<file path="config.mk">
export PLATFORM = sky130hd
export DESIGN_NAME = gamepad_serial_reader_hat_encoder
export DESIGN_NICKNAME = d
export VERILOG_FILES = /design/src/gsr_pkg.sv /design/src/gsr_cfg_regs.sv /design/src/gsr_seq.sv /design/src/gamepad_serial_reader_hat_encoder.sv
export SDC_FILE = /design/constraint.sdc
export NUM_CORES = 1
export LEC_CHECK = 0
export BUFFER_PORTS_ARGS = -buffer_cell sky130_fd_sc_hd__clkbuf_2
export CORE_MARGIN = 2
export CORE_UTILIZATION = 60
export DETAILED_ROUTE_END_ITERATION = 10
export GPL_ROUTABILITY_DRIVEN = 1
export PLACE_DENSITY = 0.77
export SLEW_MARGIN = 15
export SYNTH_ARGS = -nofsm -noshare
export SYNTH_HDL_FRONTEND = slang
export SYNTH_SLANG_ARGS = --single-unit
</file>
<file path="constraint.sdc">
create_clock -name clk -period 5.8 [get_ports clk]
set_input_delay 0 -clock clk [delete_from_list [all_inputs] [get_ports clk]]
set_output_delay 0 -clock clk [all_outputs]
set_load 0.005 [all_outputs]
</file>
<file path="src/gsr_pkg.sv">
// Shared types and constants for the serial gamepad reader with hat encoder.
// Used by gsr_cfg_regs, gsr_seq and gamepad_serial_reader_hat_encoder.
`default_nettype none

package gsr_pkg;

	localparam int unsigned TICK_W    = 12;
	localparam int unsigned CFG_IDX_W = 1;
	localparam int unsigned CFG_DAT_W = 12;
	localparam int unsigned HAT_W     = 4;
	localparam int unsigned BTN_W     = 4;
	localparam int unsigned NUM_BITS  = 8;
	localparam int unsigned BIDX_W    = 3;

	localparam logic [TICK_W-1:0] LATCH_TICKS_RST = TICK_W'(12);
	localparam logic [TICK_W-1:0] HALF_TICKS_RST  = TICK_W'(6);

	// configuration register indexes
	localparam logic [CFG_IDX_W-1:0] CFG_LATCH_TICKS = CFG_IDX_W'(0);
	localparam logic [CFG_IDX_W-1:0] CFG_HALF_TICKS  = CFG_IDX_W'(1);

	// hat codes: center, then clockwise from up
	localparam logic [HAT_W-1:0] DIR_NONE = HAT_W'(0);
	localparam logic [HAT_W-1:0] DIR_N    = HAT_W'(1);
	localparam logic [HAT_W-1:0] DIR_NE   = HAT_W'(2);
	localparam logic [HAT_W-1:0] DIR_E    = HAT_W'(3);
	localparam logic [HAT_W-1:0] DIR_SE   = HAT_W'(4);
	localparam logic [HAT_W-1:0] DIR_S    = HAT_W'(5);
	localparam logic [HAT_W-1:0] DIR_SW   = HAT_W'(6);
	localparam logic [HAT_W-1:0] DIR_W    = HAT_W'(7);
	localparam logic [HAT_W-1:0] DIR_NW   = HAT_W'(8);

	localparam logic [HAT_W-1:0] HAT_MAX = DIR_NW;

	typedef enum logic [2:0] {
		PH_IDLE  = 3'd0,
		PH_LATCH = 3'd1,
		PH_WAIT  = 3'd2,
		PH_CLKHI = 3'd3,
		PH_CLKLO = 3'd4
	} phase_t;

	typedef struct packed {
		logic start_read;
		logic data_level;
	} tick_req_t;

	typedef struct packed {
		logic             latch_level;
		logic             clock_level;
		logic             report_valid;
		logic [HAT_W-1:0] hat_code;
		logic [BTN_W-1:0] button_bits;
	} tick_rsp_t;

	typedef struct packed {
		logic [TICK_W-1:0] latch_ticks;
		logic [TICK_W-1:0] half_period_ticks;
	} cfg_t;

endpackage

`default_nettype wire

</file>
<file path="src/gsr_cfg_regs.sv">
// Configuration registers: latch length and half period in ticks.
// Depends on gsr_pkg.
`default_nettype none

module gsr_cfg_regs (
	input  wire logic                           clk,
	input  wire logic                           arst_n,
	input  wire logic                           cfg_valid,
	output logic                                cfg_ready,
	input  wire logic [gsr_pkg::CFG_IDX_W-1:0]  cfg_index,
	input  wire logic [gsr_pkg::CFG_DAT_W-1:0]  cfg_data,
	output gsr_pkg::cfg_t                       cfg
);

	gsr_pkg::cfg_t cfg_q;

	assign cfg_ready = 1'b1;
	assign cfg       = cfg_q;

	always_ff @(posedge clk or negedge arst_n) begin
		if (!arst_n) begin
			cfg_q.latch_ticks       <= gsr_pkg::LATCH_TICKS_RST;
			cfg_q.half_period_ticks <= gsr_pkg::HALF_TICKS_RST;
		end else if (cfg_valid) begin
			case (cfg_index)
				gsr_pkg::CFG_LATCH_TICKS: begin
					cfg_q.latch_ticks <= cfg_data;
				end
				gsr_pkg::CFG_HALF_TICKS: begin
					cfg_q.half_period_ticks <= cfg_data;
				end
				default: begin
				end
			endcase
		end
	end

endmodule

`default_nettype wire

</file>
<file path="src/gsr_seq.sv">
// Line sequencer: latch, wait/sample, clock high, clock low per bit; hat encode.
// Advances one tick per step_en. Depends on gsr_pkg.
`default_nettype none

module gsr_seq (
	input  wire logic           clk,
	input  wire logic           arst_n,
	input  wire logic           step_en,
	input  gsr_pkg::tick_req_t  req,
	input  gsr_pkg::cfg_t       cfg,
	output gsr_pkg::tick_rsp_t  rsp
);

	gsr_pkg::phase_t                  phase_q, phase_d, ph;
	logic [gsr_pkg::TICK_W-1:0]       cnt_q, cnt_d, cnt, cnt_inc, len;
	logic [gsr_pkg::BIDX_W-1:0]       bidx_q, bidx_d, bidx;
	logic [gsr_pkg::NUM_BITS-1:0]     cap_q, cap_d, cap;
	logic                             start_now;
	logic                             phase_end;

	// bits 4..7: up, down, left, right
	function automatic logic [gsr_pkg::HAT_W-1:0] hat_of(
		input logic [gsr_pkg::NUM_BITS-1:0] b
	);
		logic [gsr_pkg::HAT_W-1:0] h;
		h = gsr_pkg::DIR_NONE;
		if (b[4]) begin
			h = b[7] ? gsr_pkg::DIR_NE : (b[6] ? gsr_pkg::DIR_NW : gsr_pkg::DIR_N);
		end else if (b[5]) begin
			h = b[7] ? gsr_pkg::DIR_SE : (b[6] ? gsr_pkg::DIR_SW : gsr_pkg::DIR_S);
		end else if (b[6]) begin
			h = gsr_pkg::DIR_W;
		end else if (b[7]) begin
			h = gsr_pkg::DIR_E;
		end
		return h;
	endfunction

	always_ff @(posedge clk or negedge arst_n) begin
		if (!arst_n) begin
			phase_q <= gsr_pkg::PH_IDLE;
			cnt_q   <= '0;
			bidx_q  <= '0;
			cap_q   <= '0;
		end else if (step_en) begin
			phase_q <= phase_d;
			cnt_q   <= cnt_d;
			bidx_q  <= bidx_d;
			cap_q   <= cap_d;
		end
	end

	always_comb begin
		// a start while idle takes effect on this same tick
		start_now = (phase_q == gsr_pkg::PH_IDLE) && req.start_read;
		ph   = start_now ? gsr_pkg::PH_LATCH : phase_q;
		cnt  = start_now ? '0 : cnt_q;
		bidx = start_now ? '0 : bidx_q;
		cap  = start_now ? '0 : cap_q;

		len       = (ph == gsr_pkg::PH_LATCH) ? cfg.latch_ticks : cfg.half_period_ticks;
		cnt_inc   = cnt + gsr_pkg::TICK_W'(1);
		// a length of zero ends the phase at once, like a length of one
		phase_end = ({1'b0, cnt} + (gsr_pkg::TICK_W+1)'(1)) >= {1'b0, len};

		phase_d = ph;
		cnt_d   = cnt;
		bidx_d  = bidx;
		cap_d   = cap;
		rsp     = '0;

		case (ph)
			gsr_pkg::PH_LATCH: begin
				rsp.latch_level = 1'b1;
				cnt_d = phase_end ? '0 : cnt_inc;
				if (phase_end) begin
					phase_d = gsr_pkg::PH_WAIT;
				end
			end
			gsr_pkg::PH_WAIT: begin
				if (cnt == '0 && !req.data_level) begin
					cap_d[bidx] = 1'b1;
				end
				cnt_d = phase_end ? '0 : cnt_inc;
				if (phase_end) begin
					phase_d = gsr_pkg::PH_CLKHI;
				end
			end
			gsr_pkg::PH_CLKHI: begin
				rsp.clock_level = 1'b1;
				cnt_d = phase_end ? '0 : cnt_inc;
				if (phase_end) begin
					phase_d = gsr_pkg::PH_CLKLO;
				end
			end
			gsr_pkg::PH_CLKLO: begin
				cnt_d = phase_end ? '0 : cnt_inc;
				if (phase_end) begin
					if (bidx == gsr_pkg::BIDX_W'(gsr_pkg::NUM_BITS - 1)) begin
						rsp.report_valid = 1'b1;
						rsp.hat_code     = hat_of(cap);
						rsp.button_bits  = cap[gsr_pkg::BTN_W-1:0];
						phase_d          = gsr_pkg::PH_IDLE;
						bidx_d           = '0;
					end else begin
						bidx_d  = bidx + gsr_pkg::BIDX_W'(1);
						phase_d = gsr_pkg::PH_WAIT;
					end
				end
			end
			default: begin
				phase_d = gsr_pkg::PH_IDLE;
			end
		endcase
	end

endmodule

`default_nettype wire

</file>
<file path="src/gamepad_serial_reader_hat_encoder.sv">
// Serial gamepad reader with hat encoder: top level with tick and result registers.
// Depends on gsr_pkg, gsr_cfg_regs and gsr_seq.
//
// Usage: each request on in_req is one timing tick carrying start_read and
// the sampled data pin level. Every tick gives exactly one response on
// out_rsp: latch and clock drive levels, and report_valid with hat_code and
// button_bits on the tick that finishes the eighth bit (zero otherwise).
// A tick is held in an input register and the sequencer step runs between
// that register and the output register, which holds each response for out_rsp.
// One request is taken every cycle while the output is not stalled: the sequencer
// state lives in flip-flops updated by a single short step, and the input
// register lets the next tick enter while a response waits.
// When out_ready is low, the output holds, the input register fills, and
// in_ready drops after that; nothing is lost or repeated.
// Configuration writes (cfg_index 0 latch_ticks, 1 half_period_ticks) are
// always ready and take effect at once; write them only while idle.
// Reset clears the pipeline, returns the sequencer to idle and loads
// latch_ticks = 12, half_period_ticks = 6.
`default_nettype none

module gamepad_serial_reader_hat_encoder (
	input  wire logic                           clk,
	input  wire logic                           arst_n,
	input  wire logic                           in_valid,
	output logic                                in_ready,
	input  gsr_pkg::tick_req_t                  in_req,
	output logic                                out_valid,
	input  wire logic                           out_ready,
	output gsr_pkg::tick_rsp_t                  out_rsp,
	input  wire logic                           cfg_valid,
	output logic                                cfg_ready,
	input  wire logic [gsr_pkg::CFG_IDX_W-1:0]  cfg_index,
	input  wire logic [gsr_pkg::CFG_DAT_W-1:0]  cfg_data
);

	gsr_pkg::cfg_t      cfg;
	gsr_pkg::tick_req_t req_s1;
	gsr_pkg::tick_rsp_t rsp_comb, rsp_s2;
	logic               valid_s1, valid_s2;
	logic               advance;
	logic               step_en;

	// advance the output stage when it is empty or being taken
	assign advance   = !valid_s2 || out_ready;
	assign step_en   = valid_s1 && advance;
	assign in_ready  = !valid_s1 || advance;
	assign out_valid = valid_s2;
	assign out_rsp   = rsp_s2;

	gsr_cfg_regs u_cfg (
		.clk       (clk),
		.arst_n    (arst_n),
		.cfg_valid (cfg_valid),
		.cfg_ready (cfg_ready),
		.cfg_index (cfg_index),
		.cfg_data  (cfg_data),
		.cfg       (cfg)
	);

	gsr_seq u_seq (
		.clk     (clk),
		.arst_n  (arst_n),
		.step_en (step_en),
		.req     (req_s1),
		.cfg     (cfg),
		.rsp     (rsp_comb)
	);

	always_ff @(posedge clk or negedge arst_n) begin
		if (!arst_n) begin
			valid_s1 <= 1'b0;
			valid_s2 <= 1'b0;
		end else begin
			if (in_ready) begin
				valid_s1 <= in_valid;
			end
			if (advance) begin
				valid_s2 <= valid_s1;
			end
		end
	end

	always_ff @(posedge clk) begin
		if (in_valid && in_ready) begin
			req_s1 <= in_req;
		end
		if (step_en) begin
			rsp_s2 <= rsp_comb;
		end
	end

`ifndef SYNTH
	a_lines_exclusive: assert property (@(posedge clk) disable iff (!arst_n)
		out_valid |-> !(out_rsp.latch_level && out_rsp.clock_level))
		else $error("latch and clock driven high together");

	a_report_lines_low: assert property (@(posedge clk) disable iff (!arst_n)
		(out_valid && out_rsp.report_valid) |-> (!out_rsp.latch_level && !out_rsp.clock_level))
		else $error("report given while a line is high");

	a_hat_range: assert property (@(posedge clk) disable iff (!arst_n)
		(out_valid && out_rsp.report_valid) |-> (out_rsp.hat_code <= gsr_pkg::HAT_MAX))
		else $error("hat code out of range");

	a_stall_full: assert property (@(posedge clk) disable iff (!arst_n)
		!in_ready |-> (valid_s1 && valid_s2 && !out_ready))
		else $error("input stalled while pipeline has room");

	a_no_report_zero: assert property (@(posedge clk) disable iff (!arst_n)
		(out_valid && !out_rsp.report_valid) |->
			(out_rsp.hat_code == '0 && out_rsp.button_bits == '0))
		else $error("report fields set without a report");
`endif

endmodule

`default_nettype wire
</file>
==> results.cfg <==
[run_status]
status = finished, final reports clean

[clock_network]
cts.clk_slew.worst_paths_ns = 0.07
cts.sinks = 65
clock_path_buffers = 2
cts_buffers = 9
insertion_delay_ns = 0.34
cts_root_buffer = clkbuf_8
postCtsSetupRepairBufs = 0
ctsHtreeMaxLevel = 3
cts_resized = 0
cts_tree = built

[global_route]
grt_pass1_wl_mm = 11.94
use_met2 = 0.3883
grt_pass1_vias = 2629
gr-usage-all-layers = 0.2448
antenna_found_initial = 0
grt_util_met3 = 0.04157
grt_max_degree = 53
grt_overflow_total = 0
use_met1 = 0.3215
busiest_layer = met2

[synth]
ys_warn_count = 0
ys_seq_elements = 65
ys_async_sr_fraction = 0.8000
yosysMostFrequentCell = dfrtp_1
ys.flop_type = dfrtp_1
synth_edf_count = 13
synth_cell_types = 56
synth_top_family_by_area = simple AND/OR/NAND/NOR gates
synth_top_area_frac = 0.3418
netlist_top_cells_area = dfrtp_1, edfxtp_1, mux2_2
synth.top_cells.by_count = dfrtp_1, nor2_1, nand2_1
syn-instance-count = 319
synth_xor_area_frac = 0.02741
synth_area_sq_um = 3515
synth_seq_area_share = 0.4827
muxShareOfSynthArea = 0.1157
synth-compound-area-share = 0.1225
syn_area_per_cell_sq_um = 11.02
synth_simple_gate_area_share = 0.1730
synth_area_leader_cell = dfrtp_1
synthesis.nets = 354
synth_adder_area_share = 0.05340

[power]
p_clk_frac = 0.275
powerDensity_nw_per_um2 = 283.2
ir_worst_vdd_uv = 181.7
seqPwrFrac = 0.494
switching_share = 0.3072
finalPower_uw = 1153
p_sw_uw = 354.3
power.internal_uw = 799.2
power_frac_comb = 0.231
leakagePower_uw = 0.001782

[sta]
slew_headroom = 0.3167
rsz0062_at_grt = false
fin_crit_ns = 4.224
setup_violations = 0
clock_skew_ns = 0.004124
drv_slew = 0
fmax_mhz = 236.8
hold_viol_final = 0
worstMarginPinSlew_ns = 1.023
timing.final.crit_share = 0.7282
fin_tns_setup_ns = 0

[drt]
num_vias = 2565
wl_per_cell_um = 15.68
dr.pass1.iters = 4
drtIter0Drc = 107
drt_wl_total_mm = 7.042
drc = 0
avgViaCountPerCell = 5.713
ant_nets = 0

[floorplanning]
initial_core_util = 0.6305
rows = 27
die-area_sq_um = 6486
io_pins = 34
die_w_um = 80.54
core_area_sq_um = 5574
die_y_um = 80.54

[layout]
num_antenna_cells = 0
final_area_sq_um = 4073
n_fill_cell = 410
area_delta_synth_final_pct = 15.88
final_nets = 407
drive_above_1_share = 0.2467

[worst_setup_path]
cp_num_buf_inv = 2
crit_chain = nor4b_4, buf_4, nor2b_1, ha_1, inv_1, nor2_1, xnor2_1, nor2_1, ha_1, a21oi_1, o21ai_0, a41oi_1, a21o_1, nand2_1, o41ai_1
path_delay_family = compound AO/OA/AOI/OAI gates
cp-startpoint = u_seq.phase_q[2]$_DFFE_PN0P_
path_class = flop to flop
cp-endpoint = u_seq.cnt_q[3]$_DFFE_PN0P_
reg2reg_setup_slack_ns = 1.58
r2r_start = u_seq.phase_q[2]$_DFFE_PN0P_
critPathCaptureType = flop
cp.required_ns = 6.02
critPathSlowestCell = dfrtp_1
cp.depth = 15
reg2reg_depth = 15
crit_arrival_ns = 4.44
start_kind = flop
cp_max_fo = 24
slowest_delay_ns = 0.54
r2r-end = u_seq.cnt_q[3]$_DFFE_PN0P_

[placement]
dpl-instance-area_sq_um = 3737
finalWeightedCongestion = 0.9203
io_buffer_count = 32
hpwl_mm = 4.977

[hold_path]
hold_path_class = input port to flop
holdCritStartpoint = cfg_index

[job]
drv_cap = 0
cells by family (layout without fill, tap and decap cells):
logic type,Yosys count,after routing
AOI/OAI and AO/OA,52,52
adders and majority gates,15,15
xor gates and xnor gates,11,11
other,1,1
buffers and inverters,18,76
DFF,65,65
and+or+nand+nor,120,120
muxes,37,37
worst min-delay path: cells and delay by family:
kind / cells / cell delay (ns)
muxes: 1 / 0.29
buffers and inverters: 1 / 0.09
and+or+nand+nor: 1 / 0.19
power by group through the flow:
stage	registers, uW	logic [uW]	clock network (uW)
final	569	267	317
after global placement	574	243	0
after global routing	577	299	342
after CTS	568	268	323
after floorplan	563	188	0
after detailed placement	577	257	0
per-stage QoR:
step,util,worst slack (ns),instances,hold WS (ns)
after global routing,0.7306,1.341,449,0.3067
after detailed placement,0.6705,1.585,415,0.1559
after CTS,0.7306,1.598,449,0.2636
after floorplan,-,2.075,319,-0.2956
after global placement,0.6705,1.909,415,0.1553
final,0.7306,1.576,449,0.2568
sequential cells by signal, summed over array words and instances (netlist names):
register and flops:
out_rsp 11, out_valid 1, req_s1 2, u_cfg.cfg 24
u_seq.bidx_q 3, u_seq.cap_q 8, u_seq.cnt_q 12, u_seq.phase_q 3
valid_s1 1
worst min-delay path by stage:
stage	depth (start not counted)	to	slack (ns)
floorplan	0	out_valid$_DFFE_PN0P_	-0.30
global placement	2	out_valid$_DFFE_PN0P_	0.16
finish	3	u_cfg.cfg[14]$_DFFE_PN1P_	0.26
CTS	3	u_cfg.cfg[22]$_DFFE_PN0P_	0.26
global route	3	u_cfg.cfg[14]$_DFFE_PN1P_	0.31
detailed placement	2	u_seq.phase_q[1]$_DFFE_PN0P_	0.16
per-layer routing:
metal	vias to the layer above	wire length, um
met5	-	0
met4	0	175
met3	15	322
met2	77	3401
met1	1219	3142
li1	1254	-
final cells by class:
| cell class | count | area, sq um | share of cell area |
|---|---|---|---|
| sequential | 65 | 1697 | 0.4166 |
| clock buffer | 12 | 135.1 | 0.03318 |
| inverter | 6 | 22.52 | 0.005530 |
| tap | 72 | 90.09 | 0.02212 |
| multi-input combinational | 236 | 1738 | 0.4267 |
| timing repair buffer | 54 | 370.4 | 0.09094 |
| clock inverter | 4 | 20.02 | 0.004916 |
layout by cell type (no fill, tap or decap), types with 8 or more instances in the layout:
| cell | instances |
|---|---|
| dlygate4sd3_1 | 18 |
| dfrtp_1 | 48 |
| o21a_1 | 8 |
| clkbuf_8 | 9 |
| ha_1 | 15 |
| mux2_2 | 25 |
| a21oi_1 | 9 |
| o21ai_0 | 9 |
| mux2i_1 | 11 |
| nand3_1 | 10 |
| clkbuf_2 | 32 |
| nand2_1 | 30 |
| edfxtp_1 | 13 |
| nor2_1 | 35 |
timing repair:
item,CTS,global route
setup endpoints to repair,0,0
endpoints found under the hold margin,76,0
hold buffers,18,0
(Power assumes the default switching activity.)
